$ cat config.mk
export PLATFORM = sky130hd
export DESIGN_NAME = fast_interrupt_mask_and_select
export DESIGN_NICKNAME = d
export VERILOG_FILES = /design/src/fimas_pkg.sv /design/src/fast_interrupt_mask_and_select.sv
export SDC_FILE = /design/constraint.sdc
export NUM_CORES = 1
export LEC_CHECK = 0
export BUFFER_PORTS_ARGS = -buffer_cell sky130_fd_sc_hd__buf_4
export CAP_MARGIN = 20
export CORE_MARGIN = 8
export CORE_UTILIZATION = 55
export CTS_CLUSTER_SIZE = 30
export DETAILED_ROUTE_END_ITERATION = 10
export MAX_ROUTING_LAYER = met4
export PLACE_DENSITY_LB_ADDON = 0.1
export SLEW_MARGIN = 20
export SYNTH_ARGS = -nofsm -noshare
export SYNTH_HDL_FRONTEND = slang
export SYNTH_SLANG_ARGS = --single-unit
$ cat constraint.sdc
create_clock -name clk -period 3.1 [get_ports clk]
set_input_delay 0.62 -clock clk [delete_from_list [all_inputs] [get_ports clk]]
set_output_delay 0.62 -clock clk [all_outputs]
set_load 0.05 [all_outputs]
$ cat src/fimas_pkg.sv
`default_nettype none
// ----------------------------------------------------------------------------
// fimas_pkg
// Shared types, constants and the lowest-set-bit encoder for the interrupt
// mask and select block.
// ----------------------------------------------------------------------------
package fimas_pkg;

  // Request codes carried on the input channel
  typedef enum logic [1:0] {
    REQ_MASK   = 2'd0,
    REQ_UNMASK = 2'd1,
    REQ_QUERY  = 2'd2,
    REQ_NONE   = 2'd3
  } req_t;

  localparam int unsigned GPIO_BASE_LINE   = 96;
  localparam int unsigned TOTAL_LINES_DEF  = 192;
  localparam int unsigned WORD_BITS        = 32;
  localparam int unsigned LINE_W           = 8;
  localparam int unsigned BIT_IDX_W        = 5;
  localparam int unsigned LOW_WORD_END     = 32;
  localparam int unsigned HIGH_WORD_END    = 64;
  // High cause bits in this span stand for the first line of a GPIO group
  localparam int unsigned GPIO_SUM_FIRST   = 4;
  localparam int unsigned GPIO_SUM_LAST    = 15;
  localparam int unsigned GPIO_GROUP_SHIFT = 3;

  typedef struct packed {
    logic                 hit;
    logic [BIT_IDX_W-1:0] idx;
  } lsb_t;

  // Lowest set bit of a word; hit is low when the word is zero
  function automatic lsb_t lowest_bit(input logic [WORD_BITS-1:0] w);
    lsb_t res;
    res.hit = 1'b0;
    res.idx = '0;
    for (int i = WORD_BITS - 1; i >= 0; i--) begin
      if (w[i]) begin
        res.hit = 1'b1;
        res.idx = BIT_IDX_W'(i);
      end
    end
    return res;
  endfunction

endpackage
`default_nettype wire

$ cat src/fast_interrupt_mask_and_select.sv
`default_nettype none
// ----------------------------------------------------------------------------
// fast_interrupt_mask_and_select
// Per-line interrupt enable store with a lowest-line-wins pending selector.
// ----------------------------------------------------------------------------
// Each request passes the request register, then the result register.
// Throughput: one request per cycle; busy never rises, and each result sits on
//   the out_ ports for exactly one cycle since the receiver cannot stall.
// Rate is set by the single compute stage between the request register and
//   the result register: one mask update or one priority encode per cycle.
// Reset (rst_n low, synchronous): all lines masked, polarity cleared, no
//   request in flight and no result strobe.
// ----------------------------------------------------------------------------
module fast_interrupt_mask_and_select #(
  parameter int unsigned TOTAL_LINES = fimas_pkg::TOTAL_LINES_DEF
) (
  input  wire logic                          clk,
  input  wire logic                          rst_n,
  // request channel
  input  wire logic                          start,
  output logic                               busy,
  input  wire logic [1:0]                    in_req_type,
  input  wire logic [fimas_pkg::LINE_W-1:0]  in_line,
  input  wire logic                          in_change_level,
  input  wire logic [31:0]                   in_cause_low,
  input  wire logic [31:0]                   in_cause_high,
  input  wire logic [31:0]                   in_cause_error,
  // result channel
  output logic                               out_valid,
  output logic [fimas_pkg::LINE_W-1:0]       out_pending_line,
  output logic                               out_found,
  output logic                               out_out_of_range
);

  // Number of 32-line GPIO group words above the base line
  localparam int unsigned GPIO_WORDS =
    (TOTAL_LINES - fimas_pkg::GPIO_BASE_LINE + fimas_pkg::WORD_BITS - 1) /
    fimas_pkg::WORD_BITS;
  localparam int unsigned LW = fimas_pkg::LINE_W;

  // --------------------------------------------------------------------------
  // Request register: capture the transfer as it is accepted
  // --------------------------------------------------------------------------
  logic                   req_vld_r;
  fimas_pkg::req_t        req_type_r;
  logic [LW-1:0]          line_r;
  logic                   chg_r;
  logic [31:0]            c_low_r;
  logic [31:0]            c_high_r;
  logic [31:0]            c_err_r;
  logic                   accept;

  // The compute stage finishes one request every cycle, so never hold off
  assign busy   = 1'b0;
  assign accept = start && !busy;

  always_ff @(posedge clk) begin
    if (!rst_n) begin
      req_vld_r <= 1'b0;
    end else begin
      req_vld_r <= accept;
    end
  end

  // Payload needs no reset; it is only looked at under req_vld_r
  always_ff @(posedge clk) begin
    if (accept) begin
      req_type_r <= fimas_pkg::req_t'(in_req_type);
      line_r     <= in_line;
      chg_r      <= in_change_level;
      c_low_r    <= in_cause_low;
      c_high_r   <= in_cause_high;
      c_err_r    <= in_cause_error;
    end
  end

  // --------------------------------------------------------------------------
  // Enable and polarity state
  // --------------------------------------------------------------------------
  logic [31:0] mask_low_r,  mask_low_nxt;
  logic [31:0] mask_high_r, mask_high_nxt;
  logic [31:0] mask_err_r,  mask_err_nxt;
  logic [31:0] gpio_mask_r [GPIO_WORDS];
  logic [31:0] gpio_mask_nxt [GPIO_WORDS];
  logic [31:0] gpio_pol_r  [GPIO_WORDS];
  logic [31:0] gpio_pol_nxt [GPIO_WORDS];

  // --------------------------------------------------------------------------
  // Mask / unmask decode
  // --------------------------------------------------------------------------
  logic          is_set_req;
  logic          enable;
  logic          line_oor;
  logic [31:0]   line_bit;
  logic [LW-1:0] gpio_off;
  logic [1:0]    gpio_grp;

  assign is_set_req = req_vld_r && (req_type_r == fimas_pkg::REQ_MASK ||
                                    req_type_r == fimas_pkg::REQ_UNMASK);
  assign enable     = (req_type_r == fimas_pkg::REQ_UNMASK);
  assign line_oor   = (line_r >= LW'(TOTAL_LINES));
  assign line_bit   = 32'(1) << line_r[fimas_pkg::BIT_IDX_W-1:0];
  assign gpio_off   = line_r - LW'(fimas_pkg::GPIO_BASE_LINE);
  assign gpio_grp   = gpio_off[6:5];

  always_comb begin
    mask_low_nxt  = mask_low_r;
    mask_high_nxt = mask_high_r;
    mask_err_nxt  = mask_err_r;
    for (int g = 0; g < GPIO_WORDS; g++) begin
      gpio_mask_nxt[g] = gpio_mask_r[g];
      gpio_pol_nxt[g]  = gpio_pol_r[g];
    end
    // Drop out-of-range lines without touching any word
    if (is_set_req && !line_oor) begin
      if (line_r < LW'(fimas_pkg::LOW_WORD_END)) begin
        mask_low_nxt = enable ? (mask_low_r | line_bit) : (mask_low_r & ~line_bit);
      end else if (line_r < LW'(fimas_pkg::HIGH_WORD_END)) begin
        mask_high_nxt = enable ? (mask_high_r | line_bit) : (mask_high_r & ~line_bit);
      end else if (line_r < LW'(fimas_pkg::GPIO_BASE_LINE)) begin
        mask_err_nxt = enable ? (mask_err_r | line_bit) : (mask_err_r & ~line_bit);
      end else begin
        for (int g = 0; g < GPIO_WORDS; g++) begin
          if (gpio_grp == 2'(g)) begin
            if (enable) begin
              gpio_mask_nxt[g] = gpio_mask_r[g] | line_bit;
              // Change-level lines flip their sense on every unmask
              if (chg_r) begin
                gpio_pol_nxt[g] = gpio_pol_r[g] ^ line_bit;
              end
            end else begin
              gpio_mask_nxt[g] = gpio_mask_r[g] & ~line_bit;
            end
          end
        end
      end
    end
  end

  always_ff @(posedge clk) begin
    if (!rst_n) begin
      mask_low_r  <= '0;
      mask_high_r <= '0;
      mask_err_r  <= '0;
      for (int g = 0; g < GPIO_WORDS; g++) begin
        gpio_mask_r[g] <= '0;
        gpio_pol_r[g]  <= '0;
      end
    end else begin
      mask_low_r  <= mask_low_nxt;
      mask_high_r <= mask_high_nxt;
      mask_err_r  <= mask_err_nxt;
      for (int g = 0; g < GPIO_WORDS; g++) begin
        gpio_mask_r[g] <= gpio_mask_nxt[g];
        gpio_pol_r[g]  <= gpio_pol_nxt[g];
      end
    end
  end

  // --------------------------------------------------------------------------
  // Pending-line selection: low word, then high word (only when the raw
  // summary bit is set), then error word; lowest bit wins in each
  // --------------------------------------------------------------------------
  fimas_pkg::lsb_t lsb_low;
  fimas_pkg::lsb_t lsb_high;
  fimas_pkg::lsb_t lsb_err;
  logic [LW-1:0]   high_line;
  logic [LW-1:0]   pick;
  logic            pick_hit;

  assign lsb_low  = fimas_pkg::lowest_bit(c_low_r  & mask_low_r);
  assign lsb_high = fimas_pkg::lowest_bit(c_high_r & mask_high_r);
  assign lsb_err  = fimas_pkg::lowest_bit(c_err_r  & mask_err_r);

  // GPIO summary bits name the first line of their group of eight
  always_comb begin
    if (lsb_high.idx >= fimas_pkg::BIT_IDX_W'(fimas_pkg::GPIO_SUM_FIRST) &&
        lsb_high.idx <= fimas_pkg::BIT_IDX_W'(fimas_pkg::GPIO_SUM_LAST)) begin
      high_line = LW'(fimas_pkg::GPIO_BASE_LINE) +
                  (LW'(lsb_high.idx - fimas_pkg::BIT_IDX_W'(fimas_pkg::GPIO_SUM_FIRST))
                   << fimas_pkg::GPIO_GROUP_SHIFT);
    end else begin
      high_line = LW'(lsb_high.idx) + LW'(fimas_pkg::LOW_WORD_END);
    end
  end

  always_comb begin
    pick     = '0;
    pick_hit = 1'b0;
    if (lsb_low.hit) begin
      pick     = LW'(lsb_low.idx);
      pick_hit = 1'b1;
    end else if (c_low_r[0] && lsb_high.hit) begin
      pick     = high_line;
      pick_hit = 1'b1;
    end else if (lsb_err.hit) begin
      pick     = LW'(lsb_err.idx);
      pick_hit = 1'b1;
    end
  end

  // --------------------------------------------------------------------------
  // Result register: one strobe per request
  // --------------------------------------------------------------------------
  logic          out_valid_r;
  logic [LW-1:0] out_line_r, out_line_nxt;
  logic          out_found_r, out_found_nxt;
  logic          out_oor_r, out_oor_nxt;

  always_comb begin
    out_line_nxt  = '0;
    out_found_nxt = 1'b0;
    out_oor_nxt   = 1'b0;
    case (req_type_r)
      fimas_pkg::REQ_MASK,
      fimas_pkg::REQ_UNMASK: begin
        out_oor_nxt = line_oor;
      end
      fimas_pkg::REQ_QUERY: begin
        out_line_nxt  = pick;
        out_found_nxt = pick_hit;
      end
      default: begin
        out_oor_nxt = 1'b0;
      end
    endcase
  end

  always_ff @(posedge clk) begin
    if (!rst_n) begin
      out_valid_r <= 1'b0;
    end else begin
      out_valid_r <= req_vld_r;
    end
  end

  always_ff @(posedge clk) begin
    if (req_vld_r) begin
      out_line_r  <= out_line_nxt;
      out_found_r <= out_found_nxt;
      out_oor_r   <= out_oor_nxt;
    end
  end

  assign out_valid        = out_valid_r;
  assign out_pending_line = out_line_r;
  assign out_found        = out_found_r;
  assign out_out_of_range = out_oor_r;

endmodule
`default_nettype wire

==> results.sh, run 1 <==
export IMPL_die_area_um2=22300
export IMPL_num_rows=49
export IMPL_slew_viol_final=0
export IMPL_synth_seq_cells=214
export IMPL_grt_pass1_wl_um=38800
export IMPL_yosys_area_share_simple_pct=17.1
export IMPL_slowest_delay_ns=0.46
export IMPL_nFillCells=1420
export IMPL_synthAdderAreaFrac_pct=0.255
export IMPL_maxCapViolations=0
export IMPL_gr_usage_all_layers_pct=22.6
export IMPL_ant_nets=0
export IMPL_antenna_found_initial=0
export IMPL_overflow=0
export IMPL_arrival_ns=3.25
export IMPL_drive_gt1_share_pct=16.6
export IMPL_holdWs_ns=0.271
export IMPL_synth_xor_area_share_pct=0.0894
export IMPL_hpwl_um=17600
export IMPL_wl_per_cell_um=18.7
export IMPL_gp_congestion=0.935
export IMPL_syn_instance_count=991
export IMPL_status="completed"
export IMPL_period_needed_ns=2.88
export IMPL_tightest_slew_ns=0.883
export IMPL_final_hold_violation_count=0
export IMPL_synth_edf_count=116
export IMPL_slew_limit_headroom_pct=41.1
export IMPL_fmax_mhz=347
export IMPL_synth_avg_cell_area_um2=9.88
export IMPL_synth_area_leaders="edfxtp_1 (36%), dfxtp_1 (20%), nand2_1 (7.4%)"
export IMPL_dieHeight_um=149
export IMPL_worstSkewPairLatency_ns=0.52
export IMPL_path_common_cell="a211oi_1"
export IMPL_hold_path_class="input port to flop"
export IMPL_critPathSlowestCell="or3_2"
export IMPL_grt_max_degree=99
export IMPL_synth_compound_area_share_pct=25.0
export IMPL_p_int_mw=4.89
export IMPL_chipWidth_um=149
export IMPL_start_util_pct=55.3
export IMPL_postCtsResizedCells=0
export IMPL_synth_common_cells="nand2_1 (193), edfxtp_1 (116), nor2_1 (114)"
export IMPL_clockBufferDepth=3
export IMPL_cts_clk_slew_worst_paths_ns=0.06
export IMPL_p_sw_mw=1.40
export IMPL_antenna_cells=0
export IMPL_setup_viol=0
export IMPL_crit_path_max_fanout=3
export IMPL_core_um2=17700
export IMPL_synth_top_family_by_area="compound AO/OA/AOI/OAI gates"
export IMPL_io_pins=122
export IMPL_yosysSeqAreaShare_pct=55.6
export IMPL_p_leak_nw=4.03
export IMPL_final_util_pct=65.9
export IMPL_synth_top_flop_cell="edfxtp_1"
export IMPL_critical_path_class="flop to flop"
export IMPL_postCtsHoldBufs=0
export IMPL_cellPowerDensity_nw_per_um2=538
export IMPL_cts_sinks=214
export IMPL_rsz0062_at_grt="false"
export IMPL_grt_pass1_vias=7261
export IMPL_synthesis_nets=1103
export IMPL_drt_total_wl_um=25100
export IMPL_drcViolationCount=0
export IMPL_final_nets=1210
export IMPL_register_area_um2=5450
export IMPL_fin_setup_tns_ns=0
export IMPL_portBuffers=119
export IMPL_start_kind="flop"
export IMPL_syn_area_um2=9800
export IMPL_cp_end_kind="flop"
export IMPL_async_reset_ff_share_pct=0
export IMPL_synth_top_cell_area_share_pct=35.6
export IMPL_cts_htree_levels=1
export IMPL_syn2layout_area_growth_pct=19.2
export IMPL_vias=7940
export IMPL_synth_mux_area_share_pct=0
export IMPL_root_buffer="clkbuf_16"
export IMPL_pwr_share_comb_pct=4.9
export IMPL_cts_buffers=24
export IMPL_switching_share_pct=22.2
export IMPL_ir_drop_v=0.000435
export IMPL_required_ns=3.47
export IMPL_postCtsSetupRepairBufs=0
export IMPL_power_frac_seq_pct=51.3
export IMPL_crit_chain="a22oi_2 -> a211oi_1 -> o21ai_2 -> a21oi_1 -> o21bai_1 -> inv_1 -> ha_1 -> a211oi_1 -> nand4_1 -> or3_2 -> nand3_1"
export IMPL_multi_input_area_um2=4180
export IMPL_clock_power_share_pct=43.8
export IMPL_dr_first_iter_drc_count=733
export IMPL_ys_types=63
export IMPL_firstDrtPassIters=6
export IMPL_cts_tree="built"
export IMPL_yosys_warnings=0
export IMPL_fin_crit_sh_pct=92.9
export IMPL_yosysMostFrequentCell="nand2_1"
export IMPL_yosysTopAreaCell="edfxtp_1"
export IMPL_finClkSkew_ns=0.0223
export IMPL_vias_per_cell=5.90
==> layout by cell type (no fill, tap or decap), types with 6 or more instances in the layout <==
cell type / netlist / layout
nand2b_1: 8 / 7
a22oi_2: 5 / 6
clkbuf_16: 0 / 24
clkbuf_1: 40 / 6
a32o_1: 7 / 7
a21oi_1: 16 / 16
a22o_1: 21 / 21
a21boi_0: 94 / 94
a21boi_1: 6 / 6
a32oi_1: 9 / 9
edfxtp_1: 116 / 116
dfxtp_1: 98 / 98
a22oi_1: 22 / 21
nand3_1: 14 / 14
nand2_1: 193 / 193
and2_1: 10 / 10
o21ai_0: 107 / 107
buf_4: 1 / 124
o211ai_1: 9 / 9
nand4_1: 7 / 7
a31oi_1: 7 / 7
nor2_1: 114 / 114
==> metrics by stage <==
step                      area [um2]  total power [mW]  instances  setup WS (ns)
final                          11700              6.28       1345          0.220
after global routing           11700              6.46       1345         0.0562
after CTS                      11700              6.34       1345         0.0982
after detailed placement       10900              3.59       1301          0.139
after global placement         10900              3.58       1301          0.205
after floorplan                 9800              3.37        991          0.646
==> logic make-up after synthesis <==
family / after synthesis
DFF: 214
and+or+nand+nor: 383
buffers and inverters: 50
AOI/OAI and AO/OA: 340
other: 1
adders and majority gates: 2
xor gates and xnor gates: 1
==> power groups by stage <==
stage                     sequential, mW  clock, mW  combinational (mW)
after detailed placement            3.28          0               0.304
after floorplan                     3.26          0               0.107
after CTS                           3.22       2.81               0.306
final                               3.22       2.75               0.305
after global routing                3.24       2.90               0.325
after global placement              3.28          0               0.301
==> final cells by class <==
class | count | share of cell area (%)
clock inverters | 13 | 1.18
well taps | 229 | 2.45
inverters | 5 | 0.161
flip-flops and latches | 214 | 46.6
multi-input cells | 727 | 35.8
repair buffers | 126 | 8.32
clock buffers | 31 | 5.46
==> final timing paths <==
| kind | endpoint | slack, ns | cells after the start | start |
|---|---|---|---|---|
| setup / recovery | out_pending_line[0]$_SDFFCE_PP0P_ | 0.22 | 11 | c_high_r[30]$_DFFE_PP_ |
| setup reg to reg | out_pending_line[0]$_SDFFCE_PP0P_ | 0.22 | 11 | c_high_r[30]$_DFFE_PP_ |
| hold reg to reg | flop | 0.48 | 2 | flop |
| hold / removal | c_low_r[17]$_DFFE_PP_ | 0.27 | 1 | in_cause_low[17] |
==> per-layer routing <==
layer	part of all wire [%]	track usage [%]	wire length (um)
met4	2.5	6.01	624
met2	47	35.7	11900
met3	6.3	3.08	1580
met5	0	-	0
met1	44	30.2	11000
==> worst max-delay path, delay by kind of cell, from the launching register on <==
| kind | cells | cell delay (ns) |
|---|---|---|
| compound gates | 6 | 1.25 |
| flops | 1 | 0.40 |
| simple gates | 3 | 0.72 |
| buf+inv | 1 | 0.14 |
| fa+ha+maj | 1 | 0.21 |
Power figures use the tool's default switching activity.
==> inputs of run 2 (changes only) <==
Settings changed: CORE_UTILIZATION 55 to 37, PLACE_DENSITY set to 0.53, PLACE_DENSITY_LB_ADDON 0.1 to unset.
==> results.sh, run 2 (synthesis gave the netlist of run 1 again) <==
export IMPL_status="completed"
export IMPL_slew_limit_headroom_pct=36.0
export IMPL_grt_pass1_vias=7555
export IMPL_critPathSlowestCell="or3_2"
export IMPL_overflow=0
export IMPL_fin_setup_tns_ns=0
export IMPL_holdWs_ns=0.266
export IMPL_root_buffer="clkbuf_16"
export IMPL_hpwl_um=19300
export IMPL_crit_path_max_fanout=3
export IMPL_cts_buffers=25
export IMPL_grt_pass1_wl_um=42800
export IMPL_syn2layout_area_growth_pct=20.6
export IMPL_antenna_cells=0
export IMPL_num_rows=59
export IMPL_slew_viol_final=0
export IMPL_postPlaceCellArea_um2=11000
export IMPL_drive_gt1_share_pct=16.6
export IMPL_final_hold_violation_count=0
export IMPL_tightest_slew_ns=0.960
export IMPL_io_pins=122
export IMPL_gr_usage_all_layers_pct=17.6
export IMPL_cts_htree_levels=1
export IMPL_cellPowerDensity_nw_per_um2=536
export IMPL_final_util_pct=45.3
export IMPL_postCtsSetupRepairBufs=0
export IMPL_path_common_cell="a211oi_1"
export IMPL_postCtsHoldBufs=0
export IMPL_hold_path_class="input port to flop"
export IMPL_clockBufferDepth=3
export IMPL_worstSkewPairLatency_ns=0.53
export IMPL_dr_first_iter_drc_count=538
export IMPL_portBuffers=119
export IMPL_dp_slack_ns=0.146
export IMPL_cts_clk_slew_worst_paths_ns=0.06
export IMPL_fin_crit_sh_pct=92.2
export IMPL_dp_cells=1408
export IMPL_rsz0062_at_grt="false"
export IMPL_vias=7855
export IMPL_finalNonFillerCells=1454
export IMPL_setup_viol=0
export IMPL_firstDrtPassIters=5
export IMPL_cp_end_kind="flop"
export IMPL_crit_chain="a22oi_2 -> a211oi_1 -> o21ai_1 -> a21oi_1 -> o21bai_2 -> inv_1 -> ha_1 -> a211oi_1 -> nand4_1 -> or3_2 -> nand3_1"
export IMPL_dieHeight_um=179
export IMPL_rrSetupSlack_ns=0.24
export IMPL_arrival_ns=3.25
export IMPL_final_area_um2=11800
export IMPL_ant_nets=0
export IMPL_critical_path_class="flop to flop"
export IMPL_final_nets=1212
export IMPL_power_total_mw=6.33
export IMPL_postCtsResizedCells=0
export IMPL_maxCapViolations=0
export IMPL_layout_commonest_cell="nand2_1"
export IMPL_drt_total_wl_um=27600
export IMPL_cts_tree="built"
export IMPL_cts_sinks=214
export IMPL_chipWidth_um=179
export IMPL_fin_ws_ns=0.242
export IMPL_die_area_um2=31900
export IMPL_ir_drop_v=0.000411
export IMPL_slowest_delay_ns=0.46
export IMPL_core_um2=26100
export IMPL_drcViolationCount=0
export IMPL_period_needed_ns=2.86
export IMPL_p_leak_nw=4.04
export IMPL_gp_congestion=0.872
export IMPL_start_kind="flop"
export IMPL_finClkSkew_ns=0.0113
export IMPL_antenna_found_initial=0
export IMPL_vias_per_cell=5.40
export IMPL_grt_max_degree=108
export IMPL_start_util_pct=37.6
export IMPL_wl_per_cell_um=19.0
export IMPL_required_ns=3.49
export IMPL_layout_common_cells="nand2_1 (193), buf_4 (125), edfxtp_1 (116)"
export IMPL_fmax_mhz=350
-- run 2: power breakdown --
part           switching (mW)  internal, mW
Sequential              0.101          3.13
Combinational           0.178         0.135
Clock                    1.15          1.64
-- run 2: final timing paths --
kind | cells past startpoint | start | end
worst max register to register | 11 | c_high_r[30]$_DFFE_PP_ | out_pending_line[0]$_SDFFCE_PP0P_
worst min register to register | 2 | flop | flop
worst min-delay path | 1 | in_cause_low[17] | c_low_r[17]$_DFFE_PP_
worst max-delay path | 11 | c_high_r[30]$_DFFE_PP_ | out_pending_line[0]$_SDFFCE_PP0P_
-- run 2: cell type report --
class                   instances  area, um2
well taps                     335        419
fillers                      2469      14200
inverters                       5       18.8
clock buffers                  36        697
clock inverters                10       76.3
repair buffers                127        978
multi-input cells             727       4180
flip-flops and latches        214       5450
-- run 2: routing by layer --
layer  GRT usage [%]  routed length [um]  up-vias
li1                -                   -     3858
met1            23.6               12800     3715
met2            27.4               12500      243
met3            2.78                1670       39
met4            4.89                 699        0
met5               -                   0        -
-- run 2: worst max-delay path: cells and delay by family, from the launching register on --
| kind | cells | cell delay (ns) |
|---|---|---|
| AOI/OAI and AO/OA | 6 | 1.28 |
| adders and majority gates | 1 | 0.20 |
| buffers and inverters | 1 | 0.12 |
| DFF | 1 | 0.39 |
| and+or+nand+nor | 3 | 0.73 |
